## config.mk

```make
export PLATFORM = sky130hd
export DESIGN_NAME = key_matrix_integrator_debounce_top
export DESIGN_NICKNAME = d
export VERILOG_FILES = /design/src/rtl/core/kmid_pkg.sv /design/src/rtl/core/kmid_ram.sv /design/src/rtl/core/key_matrix_integrator_debounce_top.sv
export SDC_FILE = /design/constraint.sdc
export NUM_CORES = 1
export LEC_CHECK = 0
export BUFFER_PORTS_ARGS = -buffer_cell sky130_fd_sc_hd__buf_2
export CAP_MARGIN = 40
export CELL_PAD_IN_SITES_DETAIL_PLACEMENT = 0
export CELL_PAD_IN_SITES_GLOBAL_PLACEMENT = 1
export CORE_MARGIN = 4
export CORE_UTILIZATION = 49
export CTS_BUF_LIST = sky130_fd_sc_hd__clkbuf_8
export CTS_CLUSTER_DIAMETER = 60
export DETAILED_ROUTE_END_ITERATION = 6
export PLACE_DENSITY_LB_ADDON = 0.1
export SETUP_SLACK_MARGIN = 0.02
export SYNTH_ARGS = -nofsm -noshare
export SYNTH_HDL_FRONTEND = slang
export SYNTH_SLANG_ARGS = --single-unit
```

## constraint.sdc

```tcl
create_clock -name clock -period 11.2 [get_ports clock]
set_input_delay 2.8 -clock clock [delete_from_list [all_inputs] [get_ports clock]]
set_output_delay 2.8 -clock clock [all_outputs]
set_load 0.02 [all_outputs]
```

## src/rtl/core/kmid_pkg.sv

```systemverilog
// ----------------------------------------------------------------------------
// kmid_pkg
// Shared widths and constants for the key matrix integrator debouncer.
// ----------------------------------------------------------------------------
`default_nettype none

package kmid_pkg;

   localparam int KEY_W     = 7;
   localparam int CNT_W     = 7;
   localparam int ENTRY_W   = CNT_W + 1;
   localparam int KEY_SLOTS = 1 << KEY_W;

   localparam logic [CNT_W-1:0] CNT_MAX     = {CNT_W{1'b1}};
   localparam logic [CNT_W-1:0] TICKS_RESET = CNT_W'(5);
   localparam logic [CNT_W-1:0] TICKS_MIN   = CNT_W'(1);

   // per-key entry: hysteresis count over the inverted stable level
   typedef struct packed {
      logic [CNT_W-1:0] count;
      logic             inv_level;
   } entry_type;

endpackage

`default_nettype wire

```

## src/rtl/core/kmid_ram.sv

```systemverilog
// ----------------------------------------------------------------------------
// kmid_ram
// Generic single write port, single read port RAM with registered read.
// ----------------------------------------------------------------------------
`default_nettype none

module kmid_ram #(
   parameter int WIDTH = 8,
   parameter int DEPTH = 128
) (
   input  wire logic                                     clock,
   input  wire logic                                     wr_en,
   input  wire logic [(DEPTH > 1 ? $clog2(DEPTH) : 1)-1:0] wr_addr,
   input  wire logic [WIDTH-1:0]                         wr_data,
   input  wire logic                                     rd_en,
   input  wire logic [(DEPTH > 1 ? $clog2(DEPTH) : 1)-1:0] rd_addr,
   output logic      [WIDTH-1:0]                         rd_data
);

   logic [WIDTH-1:0] mem_ff [DEPTH];
   logic [WIDTH-1:0] rd_data_ff;

   always_ff @(posedge clock) begin
      if (wr_en) begin
         mem_ff[wr_addr] <= wr_data;
      end
      if (rd_en) begin
         rd_data_ff <= mem_ff[rd_addr];
      end
   end

   assign rd_data = rd_data_ff;

endmodule

`default_nettype wire

```

## src/rtl/core/key_matrix_integrator_debounce_top.sv

```systemverilog
// ----------------------------------------------------------------------------
// key_matrix_integrator_debounce_top
// Per-key integrator debouncer for a scanned key matrix.
// ----------------------------------------------------------------------------
// usage:
//   req_* carries one key sample per word: key index and raw column level.
//   rsp_* carries one word per debounced level change: key index, new level.
//   csr_wr_en / csr_wr_data set the tick count; write it only while idle.
// timing:
//   a sample is registered on acceptance while its key entry is read from
//   the state RAM; the entry is written as the sample retires, loading any
//   event into the rsp_* register. one sample per cycle is sustained unless
//   an event waits on a stalled output, set by the single read-modify-write
//   on the state RAM; back-to-back samples of the same key use the last write.
// reset:
//   every key returns to released with a zero count; per-key valid flags
//   stand in for clearing the RAM, so samples are taken right after reset.
// stall:
//   the output register holds an event until taken; samples that cause
//   no event keep flowing, a sample that causes one waits for a free slot.
// ----------------------------------------------------------------------------
`default_nettype none

module key_matrix_integrator_debounce_top #(
   parameter int ROWS = 8,
   parameter int COLS = 16
) (
   input  wire logic       clock,
   input  wire logic       reset,
   // configuration
   input  wire logic       csr_wr_en,
   input  wire logic [6:0] csr_wr_data,
   // sample stream
   input  wire logic       req_tvalid,
   output logic            req_tready,
   input  wire logic [7:0] req_tdata,   // [6:0] key_index, [7] raw_level
   // event stream
   output logic            rsp_tvalid,
   input  wire logic       rsp_tready,
   output logic      [7:0] rsp_tdata    // [6:0] event_key, [7] new_level
);

   localparam int KEYS  = ROWS * COLS;
   localparam int SLOTS = (KEYS < kmid_pkg::KEY_SLOTS) ? KEYS : kmid_pkg::KEY_SLOTS;
   localparam int AW    = (SLOTS > 1) ? $clog2(SLOTS) : 1;

   logic [kmid_pkg::KEY_W-1:0] req_key;
   logic                       req_level;
   logic                       req_in_range;
   logic                       accept;

   logic [kmid_pkg::CNT_W-1:0] ticks_ff, ticks_in;

   logic                       s1_valid_ff, s1_valid_in;
   logic [kmid_pkg::KEY_W-1:0] s1_key_ff, s1_key_in;
   logic                       s1_level_ff, s1_level_in;

   logic                       wr_seen_ff, wr_seen_in;
   logic [kmid_pkg::KEY_W-1:0] wr_key_ff, wr_key_in;
   kmid_pkg::entry_type        wr_entry_ff, wr_entry_in;

   logic [SLOTS-1:0]           valid_ff, valid_in;

   logic                       rsp_valid_ff, rsp_valid_in;
   logic [kmid_pkg::KEY_W-1:0] rsp_key_ff, rsp_key_in;
   logic                       rsp_level_ff, rsp_level_in;

   logic [kmid_pkg::ENTRY_W-1:0] ram_rd_data;
   kmid_pkg::entry_type          cur_entry;
   kmid_pkg::entry_type          new_entry;
   logic [kmid_pkg::CNT_W-1:0]   eff_ticks;
   logic [kmid_pkg::CNT_W-1:0]   next_count;
   logic                         hit;
   logic                         out_free;
   logic                         s1_done;
   logic                         ram_wr_en;

   assign req_key      = req_tdata[kmid_pkg::KEY_W-1:0];
   assign req_level    = req_tdata[kmid_pkg::KEY_W];
   assign req_in_range = (32'(req_key) < 32'(KEYS));

   // state RAM, one entry per key
   kmid_ram #(
      .WIDTH(kmid_pkg::ENTRY_W),
      .DEPTH(SLOTS)
   ) u_state_ram (
      .clock  (clock),
      .wr_en  (ram_wr_en),
      .wr_addr(s1_key_ff[AW-1:0]),
      .wr_data(new_entry),
      .rd_en  (accept),
      .rd_addr(req_key[AW-1:0]),
      .rd_data(ram_rd_data)
   );

   // entry lookup: last write wins over RAM, never-written reads as released
   always_comb begin
      if (wr_seen_ff && (wr_key_ff == s1_key_ff)) begin
         cur_entry = wr_entry_ff;
      end else if (valid_ff[s1_key_ff[AW-1:0]]) begin
         cur_entry = kmid_pkg::entry_type'(ram_rd_data);
      end else begin
         cur_entry = '0;
      end
   end

   always_comb begin
      eff_ticks = (ticks_ff == '0) ? kmid_pkg::TICKS_MIN : ticks_ff;

      // a sample equal to the inverted stable level disagrees
      if (s1_level_ff == cur_entry.inv_level) begin
         next_count = (cur_entry.count == kmid_pkg::CNT_MAX) ? cur_entry.count
                                                             : cur_entry.count + 1'b1;
      end else begin
         next_count = (cur_entry.count == '0) ? cur_entry.count
                                              : cur_entry.count - 1'b1;
      end

      hit = (next_count >= eff_ticks);

      if (hit) begin
         new_entry.count     = '0;
         new_entry.inv_level = ~s1_level_ff;
      end else begin
         new_entry.count     = next_count;
         new_entry.inv_level = cur_entry.inv_level;
      end
   end

   assign out_free   = !rsp_valid_ff || rsp_tready;
   assign s1_done    = s1_valid_ff && (!hit || out_free);
   assign ram_wr_en  = s1_done;
   assign req_tready = !s1_valid_ff || s1_done;
   assign accept     = req_tvalid && req_tready && req_in_range;

   always_comb begin
      ticks_in     = csr_wr_en ? csr_wr_data : ticks_ff;

      s1_valid_in  = accept || (s1_valid_ff && !s1_done);
      s1_key_in    = accept ? req_key : s1_key_ff;
      s1_level_in  = accept ? req_level : s1_level_ff;

      wr_seen_in   = wr_seen_ff || s1_done;
      wr_key_in    = s1_done ? s1_key_ff : wr_key_ff;
      wr_entry_in  = s1_done ? new_entry : wr_entry_ff;

      valid_in     = valid_ff;
      if (s1_done) begin
         valid_in[s1_key_ff[AW-1:0]] = 1'b1;
      end

      rsp_valid_in = rsp_valid_ff && !rsp_tready;
      rsp_key_in   = rsp_key_ff;
      rsp_level_in = rsp_level_ff;
      if (s1_done && hit) begin
         rsp_valid_in = 1'b1;
         rsp_key_in   = s1_key_ff;
         rsp_level_in = s1_level_ff;
      end
   end

   always_ff @(posedge clock) begin
      if (reset) begin
         ticks_ff     <= kmid_pkg::TICKS_RESET;
         s1_valid_ff  <= 1'b0;
         wr_seen_ff   <= 1'b0;
         valid_ff     <= '0;
         rsp_valid_ff <= 1'b0;
      end else begin
         ticks_ff     <= ticks_in;
         s1_valid_ff  <= s1_valid_in;
         wr_seen_ff   <= wr_seen_in;
         valid_ff     <= valid_in;
         rsp_valid_ff <= rsp_valid_in;
      end
   end

   always_ff @(posedge clock) begin
      s1_key_ff    <= s1_key_in;
      s1_level_ff  <= s1_level_in;
      wr_key_ff    <= wr_key_in;
      wr_entry_ff  <= wr_entry_in;
      rsp_key_ff   <= rsp_key_in;
      rsp_level_ff <= rsp_level_in;
   end

   assign rsp_tvalid = rsp_valid_ff;
   assign rsp_tdata  = {rsp_level_ff, rsp_key_ff};

endmodule

`default_nettype wire

```

# Word-level counts from Yosys, hierarchy flattened
# Memories as Yosys holds them, arrays and structs flattened. A register that Yosys moved wholly into a read port is not among the register bits.
# Cells that the tools add are included.
[word_totals]
input_bits = 20
ram_bits = 1024
regBits = 169
memories = 1
wordCells = 56
out_inout_bits = 10
[mem_list]
columns = ["memory", "words", "width", "rd", "rd_ports_with_merged_regs", "wr", "line_no", "source"]
rows = [
  ["u_state_ram.mem_ff", 128, 8, 1, 1, 1, "kmid_ram.sv:20", "logic [WIDTH-1:0] mem_ff [DEPTH];"],
]
[classes]
n_lt_le_gt_ge = 3
add_sub_neg = 2
n_eq_ne = 3
bitwise_logic = 2
muxes = 14
reduce_logical = 19
[ops]
columns = ["op", "count"]
rows = [
  ["$or A128 B128 Y128", 1],
  ["$mux W7", 4],
  ["$mux W8", 3],
  ["$logic_not A7 Y1", 2],
  ["$lt A7 B8 Y1 const B", 1],
  ["$add A7 B1 Y7 const B", 1],
  ["$bmux W1 S7", 1],
  ["$demux W1 S7", 1],
  ["$eq A7 B7 Y1", 1],
  ["$eq A7 B7 Y1 const B", 1],
  ["$ge A7 B1 Y1 const B", 1],
  ["$ge A7 B7 Y1", 1],
  ["$logic_and A1 B1 Y1", 7],
  ["$sub A7 B1 Y7 const B", 1],
  ["$logic_not A1 Y1", 5],
  ["$logic_or A1 B1 Y1", 5],
  ["$mux W1", 5],
  ["$eq A1 B1 Y1", 1],
  ["$not A1 Y1", 1],
]

# Logic depth before layout (Yosys ltp)
[depth]
word_depth = 14
ltp_mapped = 30
depth_no_buf = 24

# By module
# Synthesis repeated with hierarchy kept, for this count alone.
[unflattened]
hier_cells = 2448
hier_area_um2 = 47195.3
[by_module_without_submodules]
columns = ["mod", "cells_each", "instances", "seq_area_each_um2", "area_each_um2"]
rows = [
  ["kmid_ram", 1635, 1, 30989.7, 39745.6],
  ["key_matrix_integrator_debounce_top", 813, 1, 3693.5, 7449.6],
]

# Least setup slack after synthesis
# No wires, ideal clock.
[synth_path]
path_kind = "register to register"
start = "reg s1_key_ff[1] in the netlist's numbering"
end = "mem u_state_ram.mem_ff[0][2] (data pin)"
setup_time_ns = 1.247
period_less_slack_ns = 11.431
path_slack_ns = -0.231
stages_incl_launch_ff = 29
arrival_ns = 10.184
required_ns = 9.953
cell_sequence = "edfxtp_1 > buf_2 > or2_1 > buf_2 > buf_6 > o22ai_1 > o21ai_0 > a41oi_1 > nor4_4 > buf_2 > o21ai_0 > inv_1 > ha_1 > o21ai_0 > nor2_1 > o21a_1 > o21bai_2 > and2_1 > o32ai_1 > ha_1 > a21o_1 > a21o_1 > a21o_1 > a21o_1 > a21o_1 > a21oi_1 > buf_2 > nand2b_1 > o32ai_1"
[synth_lines]
columns = ["element", "line_no", "source"]
rows = [
  ["start: declaration", "key_matrix_integrator_debounce_top.sv:55", "logic [kmid_pkg::KEY_W-1:0] s1_key_ff, s1_key_in;"],
  ["start signal: assignment", "key_matrix_integrator_debounce_top.sv:179", "s1_key_ff <= s1_key_in;"],
  ["end: declaration", "kmid_ram.sv:20", ""],
]

# Worst setup path in the final report
[layout_path]
start = "reg s1_key_ff[2] in the netlist's numbering"
end = "out req_tready"
[layout_via]
elab_chain_len = 12
elab_cells_between_ends = 19
classes_between = "2 x add/sub; 1 x order compare; 3 x eq/ne; 7 x mux; 6 x reduce/logical"
[layout_rtl]
columns = ["element", "line_no", "source"]
rows = [
  ["$bmux W1 S7", "key_matrix_integrator_debounce_top.sv:100", "end else if (valid_ff[s1_key_ff[AW-1:0]]) begin"],
  ["$mux W1 (implied by the code)", "key_matrix_integrator_debounce_top.sv:100", ""],
  ["$mux W8", "key_matrix_integrator_debounce_top.sv:100", ""],
  ["$mux W8 *", "key_matrix_integrator_debounce_top.sv:98", "if (wr_seen_ff && (wr_key_ff == s1_key_ff)) begin"],
  ["$sub A7 B1 Y7, or another cell as far along", "key_matrix_integrator_debounce_top.sv:116", ": cur_entry.count - 1'b1;"],
  ["$mux W7, on equally long branches", "key_matrix_integrator_debounce_top.sv:115, key_matrix_integrator_debounce_top.sv:112", ""],
  ["$mux W7 *", "key_matrix_integrator_debounce_top.sv:111", "if (s1_level_ff == cur_entry.inv_level) begin"],
  ["$ge A7 B7 Y1 *", "key_matrix_integrator_debounce_top.sv:119", "hit = (next_count >= eff_ticks);"],
  ["$logic_not A1 Y1 *", "key_matrix_integrator_debounce_top.sv:131", "assign s1_done = s1_valid_ff && (!hit || out_free);"],
  ["$logic_or A1 B1 Y1 *", "key_matrix_integrator_debounce_top.sv:131", ""],
  ["$logic_and A1 B1 Y1 *", "key_matrix_integrator_debounce_top.sv:131", ""],
  ["$logic_or A1 B1 Y1 *", "key_matrix_integrator_debounce_top.sv:133", "assign req_tready = !s1_valid_ff || s1_done;"],
  ["end: declaration", "key_matrix_integrator_debounce_top.sv:35", "output logic req_tready,"],
]
# Every way passes the cells marked *; elsewhere a longest branch is shown, timed or not. The select of a mux whose other input is x is not followed.

==> summary.md <==
The floorplan row count is 113. The tools report the standby leakage power as 18.4 nW. Post-synthesis average cell area: 20.0 µm². Transition time at the pin with the least slew margin: 988 ps.

The global routing usage on met3 is 4.84%. The first global-routing pass estimated 172000 µm of wire. Clock tree skew after final layout: 26.0 ps. Register-to-register setup slack: 3030 ps.

The prevailing post-synth register cell is sky130_fd_sc_hd__edfxtp_1. Number of stages on the worst hold path: 1. The run gives 2375 as the gate count of the mapped netlist. The sum of negative setup slack came out at 0 ps.

In this run the worst hold path is classified as flop to flop. The final hold violation count is 0, and the multi-input gate area in the final layout is 12100 µm². The run gives 25100 as the number of global-route vias before repair. For this run, the register share of the synthesized area comes to 73.1%. The worst setup path is of the flop to primary output kind. In this run the clock root is driven by a sky130_fd_sc_hd__clkbuf_8.

The logs give 3 for the largest buffer count on any clock path and 65 for the count of cell types in the netlist. The clock buffer count from CTS was 192. For this run, the total global-route usage over all layers was measured as 23.1%.

On the critical path, the stage with the largest delay is an instance of sky130_fd_sc_hd__nand2b_1. The number of buffers and inverters on the critical path is 3. The hold-critical path endpoint is valid_ff[76]$_SDFFE_PP0P_. Ranked by total cell area, the synthesized netlist is headed by sky130_fd_sc_hd__edfxtp_1 67%, sky130_fd_sc_hd__mux4_2 16%, sky130_fd_sc_hd__dfxtp_1 5.8%. For this run, the number of Yosys warnings is 0. The worst pin sits at a relative slew slack of 34.2%. After floorplanning, the core was sized to cover 95600 µm².

Entering global routing, the biggest net connects 115 pins. For the number of clock sinks seen by CTS, the log shows 1201. Power spread over the standard cell area amounts to 163 nW/µm².

The number of max-slew violations in the final report was 0; the met1 track demand over resource in global routing was 32.8%. Height of the die: 319 µm. The most utilized layer in the global route result was met2. Yosys mapped a number of flops with a built-in enable equal to 1063. The worst path arrival time came out at 6770 ps.

Cells with a size suffix above 1 make up 28.3% of the layout. Power comes to 8.67 mW. Leaving out fill and tap cells, the most frequent cells in the layout are 1063 x sky130_fd_sc_hd__edfxtp_1, 336 x sky130_fd_sc_hd__mux4_2, 202 x sky130_fd_sc_hd__clkbuf_8, 138 x sky130_fd_sc_hd__dfxtp_1, 128 x sky130_fd_sc_hd__o2bb2ai_1. 30 I/O pins were placed. The per-cell routed wire length is 29.2 µm, and the cell area after synthesis is 47500 µm². The run finished with clean final reports.

The final critical path takes up 85.4% of the cycle. The number of post-CTS setup repair buffers was 0; the number of levels the H-tree was split into was 4. The register area is 34700 µm².

At the later pin of the worst-skew pair, clock insertion delay measures 830 ps. The endpoint identified for the worst register-to-register timing path is u_state_ram.mem_ff[103][0]$_DFFE_PP_. The tools report the final setup violation count as 0. The run gives 0 as the number of cells upsized or downsized after cts. The routed wire length is 117000 µm.

TritonCTS built the clock tree. The count of buffers inserted at the top-level ports works out to 29. Counting flops and latches in the post-synthesis netlist gives 1201. The synthesized netlist net count is 2404. The tools report the filler cell count in the final layout as 7351. The initial antenna violation count is 8, and the largest driver fanout on the critical path is 20. The area enclosed by the die boundary was 102000 µm².

Setup repair after global routing left no endpoint under its margin. Of all flip-flops after synthesis, the portion carrying an async set or reset was 0%. Once placement completed, the tool counted placed cells totaling 3645.

Across all layers, the routed design uses 24200 vias. Excluding fillers, the count of instances in the completed layout stands at 4002. By instance count, the cell type seen most on the critical path is sky130_fd_sc_hd__a21o_1. The logs give 5 for the first-pass iteration count of the detailed router and 0 for the count of maximum capacitance violations.

After legalization and detailed placement, the total HPWL measured 73100 µm. The most critical setup path has its startpoint at s1_key_ff[2]$_DFFE_PP_. The cell type with the highest aggregate area in the netlist is sky130_fd_sc_hd__edfxtp_1. The worst stage delay on the critical path is 710 ps, and the met2 global-route usage is 36.4%. The DRC violations left is 0, and the last weighted congestion value of the routability-driven placer is 0.810.

Across the VDD grid, the largest voltage drop is 0.115 mV. Kind of launch point of the worst setup path: a flop. For the quantity of hold-fixing buffers added after cts, the log shows 0. The initial utilization of the core area, before any placement, comes to 49.6%. The cell family contributing the most delay on the critical path is compound AO/OA/AOI/OAI gates. The tools report the residual antenna-violating net count after detailed routing as 0. The minimum clock period after layout came out at 9570 ps. For the residual overflow from global routing, the log shows 0. The average vias per placed instance came out at 6.04. The leading cell type in the layout, fill and taps excluded is sky130_fd_sc_hd__edfxtp_1.

The run gives 2603 as the net count of the finished layout. The violation count after the first detailed-routing iteration is 2174, and the fraction of synthesized cell area taken by the top area cell type is 67.3%. The tools report the critical path endpoint category as a primary output. Horizontal extent of the die: 319 µm. Relative to the synthesized area, the layout overhead comes to 12.4%. After clock tree synthesis, the clock-pin slew on the worst setup and hold paths is 60 ps. The worst hold path startpoint is valid_ff[76]$_SDFFE_PP0P_. STA puts the critical path data required time at 8400 ps. Launch point of the worst reg-to-reg path: s1_key_ff[2]$_DFFE_PP_. The logic depth of the worst register-to-register path is 28. The fmax was 105 MHz.
==> metrics by stage <==
step	area, µm²	hold slack (ps)	utilization (%)	worst slack, ps
2_1_floorplan	47500	432	-	1510
3_3_place_gp	49400	445	51.6	2440
3_5_place_dp	49900	446	52.2	2530
4_1_cts	53300	464	55.8	1560
5_1_grt	53300	475	55.8	1050
6_report	53300	465	55.8	1630
==> flip-flops by register name, summed over array words and instances (netlist names) <==
name / cells
rsp_key_ff: 7
rsp_level_ff: 1
rsp_tvalid: 1
s1_key_ff: 7
s1_level_ff: 1
s1_valid_ff: 1
ticks_ff: 7
u_state_ram.mem_ff: 1024
u_state_ram.rd_data: 8
valid_ff: 128
wr_entry_ff: 8
wr_key_ff: 7
wr_seen_ff: 1
==> area by class of cell <==
| class | instances | share of cell area (%) |
|---|---|---|
| timing repair buffer | 171 | 2.62 |
| tap | 1265 | 2.97 |
| inverter | 17 | 0.124 |
| multi-input combinational | 991 | 22.8 |
| antenna | 5 | 0.0235 |
| clock inverter | 150 | 1.26 |
| sequential | 1201 | 65.0 |
| clock buffer | 202 | 5.21 |
==> worst register-to-register path, delay by kind of cell, from the launching register on <==
family                   cells  cell delay [ps]
AO/OA/AOI/OAI               15             3210
AND/OR/NAND/NOR              5             1950
buffers and inverters        5             1520
flip-flops                   1              530
adder cells (fa/ha/maj)      2              510
XOR/XNOR                     1              170
==> worst max path at each step <==
stage	slack (ps)	depth (start not counted)	to
6_report	1630	25	req_tready
5_1_grt	1050	25	req_tready
4_1_cts	1560	25	req_tready
3_5_place_dp	2530	25	req_tready
3_3_place_gp	2440	26	req_tready
2_1_floorplan	1510	29	u_state_ram.mem_ff[0][1]$_DFFE_PP_
==> cell usage after synthesis (9+ instances only) <==
library cell / count
sky130_fd_sc_hd__nand2b_1: 13
sky130_fd_sc_hd__a21oi_1: 9
sky130_fd_sc_hd__ha_1: 9
sky130_fd_sc_hd__o2bb2ai_1: 128
sky130_fd_sc_hd__o21ai_0: 20
sky130_fd_sc_hd__buf_2: 35
sky130_fd_sc_hd__o22ai_1: 37
sky130_fd_sc_hd__nor2_1: 83
sky130_fd_sc_hd__mux2i_1: 72
sky130_fd_sc_hd__edfxtp_1: 1063
sky130_fd_sc_hd__nor3_1: 84
sky130_fd_sc_hd__nand2_1: 77
sky130_fd_sc_hd__clkbuf_1: 103
sky130_fd_sc_hd__xor2_1: 9
sky130_fd_sc_hd__buf_1: 16
sky130_fd_sc_hd__dfxtp_1: 138
sky130_fd_sc_hd__nand3_1: 12
sky130_fd_sc_hd__mux4_2: 336
sky130_fd_sc_hd__inv_1: 15
==> power breakdown <==
group,switching [mW],total [mW],internal (mW)
clock,1.65,3.34,1.69
combinational,0.277,0.430,0.153
sequential,0.0148,4.90,4.89
total,1.95,8.67,6.73
==> layer usage <==
layer	vias to the layer above	wire length, µm
met5	-	20
met1	12900	50100
met3	164	7160
met2	770	56700
li1	10300	-
met4	2	2740
==> cell families (layout without fill, tap and decap cells) <==
| group | count (synthesis) | count (layout) | synth area share [%] |
|---|---|---|---|
| flops | 1201 | 1201 | 73.1 |
| mux | 416 | 416 | 17.7 |
| simple gates | 303 | 303 | 2.98 |
| compound gates | 250 | 250 | 4.12 |
| buf+inv | 183 | 540 | 1.67 |
| xor+xnor | 13 | 13 | 0.240 |
| fa+ha+maj | 9 | 9 | 0.237 |
| other cells | 0 | 5 | 0 |
(Power assumes the default switching activity.)
